===== config.mk =====
export PLATFORM = sky130hd
export DESIGN_NAME = shcs_ctrl
export DESIGN_NICKNAME = d
export VERILOG_FILES = /design/src/design/shcs_pkg.sv /design/src/design/shcs_ctrl.sv
export SDC_FILE = /design/constraint.sdc
export NUM_CORES = 1
export LEC_CHECK = 0
export ABC_AREA = 1
export BUFFER_PORTS_ARGS = -buffer_cell sky130_fd_sc_hd__buf_4
export CAP_MARGIN = 0
export CORE_ASPECT_RATIO = 0.6
export CORE_MARGIN = 5
export CORE_UTILIZATION = 49
export CTS_CLUSTER_DIAMETER = 30
export DETAILED_ROUTE_END_ITERATION = 16
export HOLD_SLACK_MARGIN = 0.1
export PLACE_DENSITY_LB_ADDON = 0.2
export SYNTH_ARGS = -nofsm -noshare
export SYNTH_HDL_FRONTEND = slang
export SYNTH_SLANG_ARGS = --single-unit
export TNS_END_PERCENT = 100

===== constraint.sdc =====
create_clock -name clk -period 1.34 [get_ports clk]
set_input_delay 0.134 -clock clk [delete_from_list [all_inputs] [get_ports clk]]
set_output_delay 0.134 -clock clk [all_outputs]
set_load 0.02 [all_outputs]

===== src/design/shcs_pkg.sv =====
// Shared constants and controller-datapath interface types for the spatial hash counting sort.
`default_nettype none
package shcs_pkg;

	localparam logic [31:0] HASH_MUL_X     = 32'd92837111;
	localparam logic [31:0] HASH_MUL_Y     = 32'd689287499;
	localparam logic [31:0] INV_CELL_RESET = 32'd65536;
	localparam int          MOD_STEPS      = 2;

	typedef struct packed {
		logic take_in;
		logic mul1;
		logic mul2;
		logic mag_ld;
		logic mod_step;
		logic hash_wr;
		logic cnt_sel_b;
		logic hash_sel_out;
		logic cnt_wr_zero;
		logic cnt_wr_inc;
		logic pref_wr;
		logic sorted_wr;
		logic i_inc;
		logic loaded_clr;
	} shcs_cmd_t;

	typedef struct packed {
		logic last;
		logic full;
		logic mod_done;
		logic b_last;
		logic i_last;
	} shcs_sts_t;

endpackage
`default_nettype wire


===== src/design/shcs_ctrl.sv =====
// Controller state machine that sequences loading, counting, prefix, scatter, output and clearing.
`default_nettype none
module shcs_ctrl import shcs_pkg::*; (
	input  wire logic      clk,
	input  wire logic      arst_n,
	input  wire logic      s_tvalid,
	input  wire logic      s_tlast,
	output logic           s_tready,
	output logic           m_tvalid,
	input  wire logic      m_tready,
	input  wire shcs_sts_t sts,
	output shcs_cmd_t      cmd
);

	typedef enum logic [18:0] {
		ST_CLR  = 19'h00001,
		ST_IDLE = 19'h00002,
		ST_MUL1 = 19'h00004,
		ST_MUL2 = 19'h00008,
		ST_ABS  = 19'h00010,
		ST_MOD  = 19'h00020,
		ST_LOAD = 19'h00040,
		ST_CRH  = 19'h00080,
		ST_CRC  = 19'h00100,
		ST_CWR  = 19'h00200,
		ST_PRD  = 19'h00400,
		ST_PWR  = 19'h00800,
		ST_SRH  = 19'h01000,
		ST_SRC  = 19'h02000,
		ST_SWR  = 19'h04000,
		ST_ORS  = 19'h08000,
		ST_ORH  = 19'h10000,
		ST_ORB  = 19'h20000,
		ST_OUT  = 19'h40000
	} state_t;

	state_t state_q;
	state_t nxt;

	always_ff @(posedge clk or negedge arst_n) begin
		if (!arst_n) begin
			state_q <= ST_CLR;
		end else begin
			state_q <= nxt;
		end
	end

	always_comb begin
		nxt      = state_q;
		cmd      = '0;
		s_tready = 1'b0;
		m_tvalid = 1'b0;
		case (state_q)
			ST_CLR: begin
				cmd.cnt_sel_b   = 1'b1;
				cmd.cnt_wr_zero = 1'b1;
				if (sts.b_last) nxt = ST_IDLE;
			end
			ST_IDLE: begin
				s_tready = 1'b1;
				if (s_tvalid) begin
					cmd.take_in = 1'b1;
					if (!sts.full) nxt = ST_MUL1;
					else if (s_tlast) nxt = ST_CRH;
				end
			end
			ST_MUL1: begin
				cmd.mul1 = 1'b1;
				nxt = ST_MUL2;
			end
			ST_MUL2: begin
				cmd.mul2 = 1'b1;
				nxt = ST_ABS;
			end
			ST_ABS: begin
				cmd.mag_ld = 1'b1;
				nxt = ST_MOD;
			end
			ST_MOD: begin
				cmd.mod_step = 1'b1;
				if (sts.mod_done) nxt = ST_LOAD;
			end
			ST_LOAD: begin
				cmd.hash_wr = 1'b1;
				nxt = sts.last ? ST_CRH : ST_IDLE;
			end
			ST_CRH: nxt = ST_CRC;
			ST_CRC: nxt = ST_CWR;
			ST_CWR: begin
				cmd.cnt_wr_inc = 1'b1;
				cmd.i_inc      = 1'b1;
				nxt = sts.i_last ? ST_PRD : ST_CRH;
			end
			ST_PRD: begin
				cmd.cnt_sel_b = 1'b1;
				nxt = ST_PWR;
			end
			ST_PWR: begin
				cmd.cnt_sel_b = 1'b1;
				cmd.pref_wr   = 1'b1;
				nxt = sts.b_last ? ST_SRH : ST_PRD;
			end
			ST_SRH: nxt = ST_SRC;
			ST_SRC: nxt = ST_SWR;
			ST_SWR: begin
				cmd.cnt_wr_inc = 1'b1;
				cmd.sorted_wr  = 1'b1;
				cmd.i_inc      = 1'b1;
				nxt = sts.i_last ? ST_ORS : ST_SRH;
			end
			ST_ORS: nxt = ST_ORH;
			ST_ORH: begin
				cmd.hash_sel_out = 1'b1;
				nxt = ST_ORB;
			end
			ST_ORB: begin
				cmd.hash_sel_out = 1'b1;
				nxt = ST_OUT;
			end
			ST_OUT: begin
				cmd.hash_sel_out = 1'b1;
				m_tvalid = 1'b1;
				if (m_tready) begin
					cmd.i_inc = 1'b1;
					if (sts.i_last) begin
						cmd.loaded_clr = 1'b1;
						nxt = ST_CLR;
					end else begin
						nxt = ST_ORS;
					end
				end
			end
			default: nxt = ST_CLR;
		endcase
	end

endmodule
`default_nettype wire


==> results of run 1 <==
[logic make-up after synthesis]
group | count (synthesis) | share of synthesized area, %
AND/OR/NAND/NOR | 122 | 50.36
buffers and inverters | 45 | 12.07
flip-flops | 19 | 34.08
AO/OA/AOI/OAI | 8 | 3.489
[through the flow]
| stage | std cells | hold WS [ps] | utilization, % | setup WS [ps] |
|---|---|---|---|---|
| 2_1_floorplan | 194 | -161.6 | - | -162.0 |
| 3_3_place_gp | 283 | 24.84 | 67.29 | -234.1 |
| 3_5_place_dp | 283 | 26.50 | 67.29 | -272.1 |
| 4_1_cts | 315 | 110.6 | 86.98 | -407.9 |
[repair_timing]
item | in CTS
hold buffers | 3
gates resized for setup | 71
pin swaps | 32
setup endpoints to repair | 27
setup buffers | 25
hold endpoints to repair | 21
==> summary.md, run 1 <==
| Metric | Value |
|---|---|
| Largest net degree at the start of global routing | 20 |
| Seq cells post-synth | 19 |
| Netlist Area Pre-Place | 0.001399 mm² |
| Top cell type by total area after synthesis | dfrtp_1 |
| Stop stage | global routing (5_1_grt) |
| Status | stopped before the end |
| End pin of the worst setup path after global-route repair | cmd[4] |
| Mapped Nets | 204 |
| CTS root buffer | clkbuf_8 |
| Area contributors post-synth | dfrtp_1 32%, inv_1 12%, nand2_1 9.1% |
| Placed inst area | 0.001882 mm² |
| Ys Warns | 0 |
| TritonCTS Sinks | 19 |
| Ys flop type | dfrtp_1 |
| Avg Inst Size Synth | 7.211 µm² |
| # IOs | 26 |
| Synth cell count leaders | 45 x inv_1, 34 x nand2_1, 27 x nor2_1, 19 x nand3_1, 18 x dfrtp_1 |
| Detail Placement HPWL | 3206 µm |
| Die width | 78.98 µm |
| Syn Inst Count | 194 |
| Seq/Total Area, Yosys | 34.08% |
| Asr flop ratio synth | 100.0% |
| Clock tree buffer depth | 2 |
| Share of Yosys cell area claimed by the top area cell type | 32.20% |
| # port buffers | 25 |
| Netlist cell types | 21 |
| H-tree Lvls | 1 |
| Worst EP kind | top-level output |
| Routability cong. | 0.9578 |
| Error | [ERROR DPL-0038] Utilization greater than 100%, impossible to legalize |
| FP Rows | 15 |
| Num CTS Buffers | 3 |
| Top-count cell post-synth | inv_1 |
| Die Ht | 51.39 µm |
| EDFF count, synth | 0 |
| Starting Density | 50.02% |
==> run 2, diff against run 1 <==
--- a/config.mk
+++ b/config.mk
@@ -8,13 +8,10 @@
 export ABC_AREA = 1
 export BUFFER_PORTS_ARGS = -buffer_cell sky130_fd_sc_hd__buf_4
 export CAP_MARGIN = 0
-export CORE_ASPECT_RATIO = 0.6
 export CORE_MARGIN = 5
-export CORE_UTILIZATION = 49
-export CTS_CLUSTER_DIAMETER = 30
+export CORE_UTILIZATION = 35
 export DETAILED_ROUTE_END_ITERATION = 16
-export HOLD_SLACK_MARGIN = 0.1
-export PLACE_DENSITY_LB_ADDON = 0.2
+export PLACE_DENSITY_LB_ADDON = 0.15
 export SYNTH_ARGS = -nofsm -noshare
 export SYNTH_HDL_FRONTEND = slang
 export SYNTH_SLANG_ARGS = --single-unit
==> constraint.sdc (replaced) <==
create_clock -name clk -period 1.74 [get_ports clk]
set_input_delay 0.174 -clock clk [delete_from_list [all_inputs] [get_ports clk]]
set_output_delay 0.174 -clock clk [all_outputs]
set_load 0.02 [all_outputs]
==> run 2 against run 1 <==
Effect of this change: the flow now finishes, with violations (negative setup slack); synthesized area did not move; synthesized cell count stayed put.
==> summary.md, run 2 <==
| Metric | Value |
|---|---|
| Netlist Area Pre-Place | 0.001399 mm² (unchanged) |
| Post-Synth XOR/XNOR Area | 0% (unchanged) |
| Largest net degree at the start of global routing | 20 |
| Total GRT Usage | 16.41% |
| Ys flop type | dfrtp_1 |
| FMAX | 0.5556 GHz |
| Mapped Nets | 204 (unchanged) |
| Hold Crit Start | sts[1] |
| Layout Cells excl Fill | 310 |
| Die Ht | 73.22 µm (+42%) |
| Nets | 271 |
| Pre-CTS setup slack | 75.46 ps (+347.6 ps) |
| Drt via density | 4.713 |
| FF-to-FF End | state_q[18] |
| Power density over cell area | 1087 mW/mm² |
| GRT overflow | 0 |
| Hold slack | 102.4 ps |
| Slew @ Worst Pin | 322.4 ps |
| DRC viols | 0 |
| Max reg flops | 19 |
| Reg-to-reg startpoint | state_q[17] |
| Seq/Total Area, Yosys | 34.08% (unchanged) |
| Worst r2r path cells | 12 |
| Inserted Diodes | 0 |
| Final WL | 4105 µm |
| Asr flop ratio synth | 100.0% (unchanged) |
| Pwr Total | 2400 µW |
| Leakage | 0.001278 µW |
| Die area | 0.005361 mm² |
| FP Rows | 23 (+8) |
| Initial antenna violation count | 0 |
| Clock skew | 1.879 ps |
| Pins Over Slew Limit | 0 |
| Final min period | 1800 ps |
| Share of layout cells above drive strength 1 | 49.62% |
| CP startpoint kind | flop |
| # port buffers | 25 (unchanged) |
| Clock latency on the worst-skew pair | 260 ps |
| Top-count cell post-synth | inv_1 |
| Worst R2R Setup Slack | -50 ps |
| Synth Area in Compound Gates | 3.488% (unchanged) |
| Routability cong. | 0.8739 (-8.8%) |
| CP arrival | 1630 ps |
| Final setup margin | -60.01 ps |
| Reg clk slew, reported paths | 70 ps |
| H-tree Lvls | 1 (unchanged) |
| Synthesized-area fraction occupied by adder cells | 0% (unchanged) |
| Utilization after layout | 56.01% |
| Largest reg by FF count | state_q |
| Clock tree buffer depth | 2 (unchanged) |
| Failing checks | negative setup slack |
| Starting Density | 35.48% (-15 points) |
| # IOs | 26 (unchanged) |
| CTS tree | yes |
| First-pass GRT wire length | 6755 µm |
| Levels on crit path | 6 |
| Post-synthesis mux area share | 0% (unchanged) |
| Worst IR drop on VDD | 0.6936 mV |
| Ys Warns | 0 (unchanged) |
| Period utilisation layout | 103.4% |
| Area Overhead vs Synth | 57.87% |
| Area contributors post-synth | dfrtp_1 32%, inv_1 12%, nand2_1 9.1% |
| ANT nets after route | 0 |
| Core Region | 0.003943 mm² |
| Crit end category | primary output |
| Syn Inst Count | 194 (unchanged) |
| Hold endpoint | state_q[10] |
| Crit path max-delay family | simple AND/OR/NAND/NOR gates |
| Most frequent cells in the layout | 46 x buf_4, 37 x inv_1, 27 x nand2_1 |
| DRT iter0 DRCs | 58 |
| Avg Inst Size Synth | 7.211 µm² (unchanged) |
| Num CTS Buffers | 3 (unchanged) |
| RSZ-0062 raised after global routing | yes |
| Die width | 73.22 µm (-7.3%) |
| Setup Viol. Count Final | 12 |
| Status | finished, violations left |
| Slowest stage delay, CP | 430 ps |
| WL per Instance | 13.24 µm |
| DR pass1 iterations | 4 |
| Slowest cell on crit path | dfrtp_1 |
| Worst Hold Depth | 2 |
| Leading registers by flop count | state_q (19) |
| Synth cell count leaders | 45 x inv_1, 34 x nand2_1, 27 x nor2_1, 19 x nand3_1, 18 x dfrtp_1 |
| Share of Yosys cell area claimed by the top area cell type | 32.20% (unchanged) |
| CTS root buffer | clkbuf_8 |
| EDFF count, synth | 0 (unchanged) |
| Post-Synth Simple-Gate Area | 50.36% (unchanged) |
| Worst Path Buf+Inv | 1 |
| Slew HR | 78.34% |
| Detail Placement HPWL | 2792 µm (-13%) |
| Most common cell after layout, fill and taps aside | buf_4 |
| Worst min path class | input port to flop |
| Crit Path Max Fanout | 8 |
| TritonCTS Sinks | 19 (unchanged) |
| Top cell type by total area after synthesis | dfrtp_1 |
| Number of instances in the placed design | 270 (-4.6%) |
| WP data required | 1570 ps |
| Hold Vio Cnt, Final | 0 |
| Crit path kind | flop to primary output |
| Max-cap violations | 0 |
| Cell mode on critical path | nand3_1 |
| Seq cells post-synth | 19 (unchanged) |
| Netlist cell types | 21 (unchanged) |
| Vias | 1,461 |
| Vias in the first global route | 1,507 |
| Worst-path cell chain | nor2_2 > nand2_4 > nor2_8 > nand3_1 > nand3_1 > buf_4 |
| Main combinational cell family by area after synthesis | simple AND/OR/NAND/NOR gates |
==> run 2: cell counts after synthesis <==
Identical to the previous run, type by type.
==> run 2: through the flow <==
stage / area [µm²] / setup TNS, ps
6_report: 2208 / -316.1
5_1_grt: 2208 / -1860
4_1_cts: 1973 / -251.4
3_5_place_dp: 1657 / 0
3_3_place_gp: 1657 / 0
2_1_floorplan: 1399 / 0
==> run 2: final cells by class <==
| class | instances | area [µm²] |
|---|---|---|
| Clock buffer | 3 | 41.29 |
| Multi-Input combinational cell | 130 | 929.6 |
| Sequential cell | 19 | 476.7 |
| Fill cell | 376 | 1734 |
| Timing Repair Buffer | 62 | 524.3 |
| Tap cell | 50 | 62.56 |
| Clock inverter | 1 | 5.005 |
| Inverter | 45 | 168.9 |
==> run 2: cell families (layout without fill, tap and decap cells) <==
family                 Yosys count  after routing
DFF                             19             19
and+or+nand+nor                122            122
buffers and inverters           45            111
AOI/OAI and AO/OA                8              8
==> run 2: where the power goes <==
part / switching (µW) / internal, µW / total, µW
clock network: 163 / 160 / 323
registers: 52.0 / 495 / 547
logic: 857 / 673 / 1530
total: 1070 / 1330 / 2400
==> run 2: repair_timing <==
action                     CTS  global route
hold endpoints to repair    18             0
hold buffers                 1             0
resized for setup           18            44
buffers inserted            25            10
setup endpoints to repair   13            23
pin swaps                   17            25
==> run 2: how the worst max path moves through the flow <==
stage,startpoint,end,slack [ps]
2_1_floorplan,state_q[1],cmd[0],20
3_3_place_gp,state_q[0],state_q[15],70
3_5_place_dp,state_q[1],cmd[0],80
4_1_cts,state_q[14],cmd[13],-50
5_1_grt,state_q[0],cmd[7],-140
6_report,state_q[17],cmd[7],-60
==> run 2: metal layers <==
layer	vias to the layer above	share of wire [%]	GRT usage (%)	wire (µm)
li1	728	-	-	-
met1	691	40	19.78	1652
met2	32	54	27.90	2197
met3	10	4.0	3.306	163
met4	0	2.2	7.377	91
met5	-	0	0	0
Power figures use the tool's default switching activity.
==> run 3, diff against run 2 <==
--- a/config.mk
+++ b/config.mk
@@ -8,10 +8,13 @@
 export ABC_AREA = 1
 export BUFFER_PORTS_ARGS = -buffer_cell sky130_fd_sc_hd__buf_4
 export CAP_MARGIN = 0
-export CORE_MARGIN = 5
-export CORE_UTILIZATION = 35
+export CELL_PAD_IN_SITES_DETAIL_PLACEMENT = 0
+export CELL_PAD_IN_SITES_GLOBAL_PLACEMENT = 1
+export CORE_AREA = 5 5 66 68
 export DETAILED_ROUTE_END_ITERATION = 16
+export DIE_AREA = 0 0 71 73
 export PLACE_DENSITY_LB_ADDON = 0.15
+export SKIP_LAST_GASP = 1
 export SYNTH_ARGS = -nofsm -noshare
 export SYNTH_HDL_FRONTEND = slang
 export SYNTH_SLANG_ARGS = --single-unit
==> run 3 against run 2 <==
Effect of this change: the run still ends with negative setup slack left; count of clock-buffer cells in the layout unchanged; sequential power down 1%; hold slack better by 5.4 ps; clock skew up 3.5 ps; cell area up 5.6%; critical path type unchanged; largest cell class unchanged.
==> summary.md, run 3 (synthesized netlist as in run 2, its figures left out) <==
| Metric | Value |
|---|---|
| Pins Over Slew Limit | 0 (unchanged) |
| Starting Density | 36.82% (+1.3 points) |
| WP data required | 1570 ps (about the same) |
| Die width | 71 µm (-3.0%) |
| Total GRT Usage | 16.01% (-0.41 points) |
| Final setup TNS | -1192 ps (-876.2 ps) |
| CTS root buffer | clkbuf_8 |
| Setup Viol. Count Final | 19 (+7) |
| Number of instances in the placed design | 270 (unchanged) |
| Core Region | 0.003799 mm² (-3.6%) |
| CTS tree | yes |
| Max-cap violations | 0 (unchanged) |
| Status | finished, violations left |
| FP Rows | 23 (unchanged) |
| Slew HR | 75.17% (-3.2 points) |
| Leading registers by flop count | state_q (19) |
| Clock latency on the worst-skew pair | 260 ps (about the same) |
| Drt via density | 4.692 (-0.44%) |
| CP arrival | 1690 ps (+60 ps) |
| Layout Cells excl Fill | 312 (+0.65%) |
| DR pass1 iterations | 4 (unchanged) |
| Final WL | 4349 µm (+5.9%) |
| # port buffers | 25 (unchanged) |
| M1 GR Usage | 19.58% (-0.20 points) |
| Slew @ Worst Pin | 369.6 ps (+47.21 ps) |
| Placed inst area | 0.001657 mm² (unchanged) |
| DRC viols | 0 (unchanged) |
| Max reg flops | 19 (unchanged) |
| Power density over cell area | 1111 mW/mm² (+2.2%) |
| Crit path kind | flop to primary output |
| Slowest cell on crit path | dfrtp_1 |
| Hold Vio Cnt, Final | 0 (unchanged) |
| Inserted Diodes | 0 (unchanged) |
| Clock tree buffer depth | 2 (unchanged) |
| Detail Placement HPWL | 2911 µm (+4.3%) |
| CP startpoint kind | flop |
| Largest reg by FF count | state_q |
| Crit end category | primary output |
| Hold slack | 107.8 ps (+5.410 ps) |
| Slowest stage delay, CP | 410 ps (-20 ps) |
| RSZ-0062 raised after global routing | yes |
| Final setup margin | -128.2 ps (-68.16 ps) |
| GRT overflow | 0 (unchanged) |
| Met3 Track Usage GR | 1.928% (-1.4 points) |
| Initial antenna violation count | 0 (unchanged) |
| Largest net degree at the start of global routing | 20 (unchanged) |
| Share of layout cells above drive strength 1 | 53.05% (+3.4 points) |
| Num CTS Buffers | 3 (unchanged) |
| Final min period | 1868 ps (+68.16 ps) |
| WL per Instance | 13.94 µm (+5.3%) |
| Design area | 0.002331 mm² (+5.6%) |
| FMAX | 0.5353 GHz (-3.6%) |
| Busiest grt layer | met2 |
| DRT iter0 DRCs | 75 (+29%) |
| H-tree Lvls | 1 (unchanged) |
| Area Overhead vs Synth | 66.64% |
| Worst min path class | input port to flop |
| Most frequent cells in the layout | 36 x inv_1, 36 x buf_4, 26 x nand2_1 |
| Die Ht | 73 µm (-0.30%) |
| TritonCTS Sinks | 19 (unchanged) |
| Crit Path Max Fanout | 7 (-1) |
| Worst IR drop on VDD | 0.8769 mV (+26%) |
| Clock skew | 5.424 ps (+3.546 ps) |
| Routability cong. | 0.8526 (-2.4%) |
| Leakage | 0.001299 µW (+1.6%) |
| Worst R2R Setup Slack | -100 ps (-50 ps) |
| Met2 Use GR | 29.04% (+1.1 points) |
| Period utilisation layout | 107.4% (+3.9 points) |
| Vias in the first global route | 1,392 (-7.6%) |
| Failing checks | negative setup slack |
| # IOs | 26 (unchanged) |
| Nets | 273 (+0.74%) |
| Vias | 1,464 (+0.21%) |
| Fill cells | 349 (-7.2%) |
| ANT nets after route | 0 (unchanged) |
| First-pass GRT wire length | 6430 µm (-4.8%) |
| Die area | 0.005183 mm² (-3.3%) |
| Worst-path cell chain | nor2_2 > nand2_4 > nor2_4 > nand3_2 > inv_2 > nand2_2 > nor2_1 > buf_4 |
| Reg clk slew, reported paths | 80 ps (about the same) |
[run 3: cell count changes in the layout (fill, tap and decap cells not counted), moves of 2 or more]
cell,before,now
nor2_1,20,18
nor2_2,8,10
buf_12,0,3
nand3_4,3,8
nand3_1,14,12
buf_6,15,24
buf_4,46,36
nand3_2,6,3
nor3_2,1,3
nand2_2,8,10
[run 3: path summary, 6_finish.rpt]
| path | depth (start not counted) | from | end |
|---|---|---|---|
| worst max-delay path | 8 | state_q[5] | cmd[0] |
| worst min-delay path | 2 | sts[3] | state_q[2] |
| worst max register to register | 13 | state_q[5] | state_q[18] |
| worst min register to register | 2 | state_q[0] | state_q[0] |
| max in group asynchronous | 2 | arst_n | state_q[0] |
| min in group asynchronous | 2 | arst_n | state_q[3] |
[run 3: worst max-delay path: cells and delay by family, from the launching register on]
kind	cells	cell delay (ps)
DFF	1	410
and+or+nand+nor	6	780
buffers and inverters	2	230
[run 3: area by class of cell]
class	count	area, µm²	area share [%]
Multi-Input combinational cell	130	965.9	41.44
Timing Repair Buffer	64	610.6	26.19
Sequential cell	19	476.7	20.45
Inverter	45	168.9	7.246
Tap cell	50	62.56	2.684
Clock buffer	3	41.29	1.771
Clock inverter	1	5.005	0.2147
[run 3: where the power goes]
part | switching (µW) | leakage [µW] | internal (µW) | total, µW
Clock | 159 | 0.0000255 | 159 | 318
Sequential | 44.5 | 0.000260 | 495 | 540
Combinational | 954 | 0.00101 | 777 | 1730
Total | 1160 | 0.00130 | 1430 | 2590
[run 3: through the flow]
step                      worst slack [ps]  util [%]  power (µW)
after floorplan                      22.60         -        1275
after global placement               120.4     43.61        1549
after detailed placement             78.41     43.61        1557
after CTS                           -91.90     51.02        2143
after global routing                -217.3     61.36        2738
final                               -128.2     61.36        2590
[run 3: repair_timing]
item                                    in CTS  in global routing
pin swaps                                   14                 32
buffers inserted                            21                 16
gates resized for setup                     14                 67
hold buffers                                 1                  0
endpoints found under the setup margin      11                 23
endpoints found under the hold margin       18                  0
gates cloned                                 0                  0
[run 3: layer usage]
layer / routed length, µm / vias to the layer above
met2: 2410 / 29
met4: 25 / 0
met5: 0 / -
met3: 128 / 2
met1: 1784 / 697
li1: - / 736
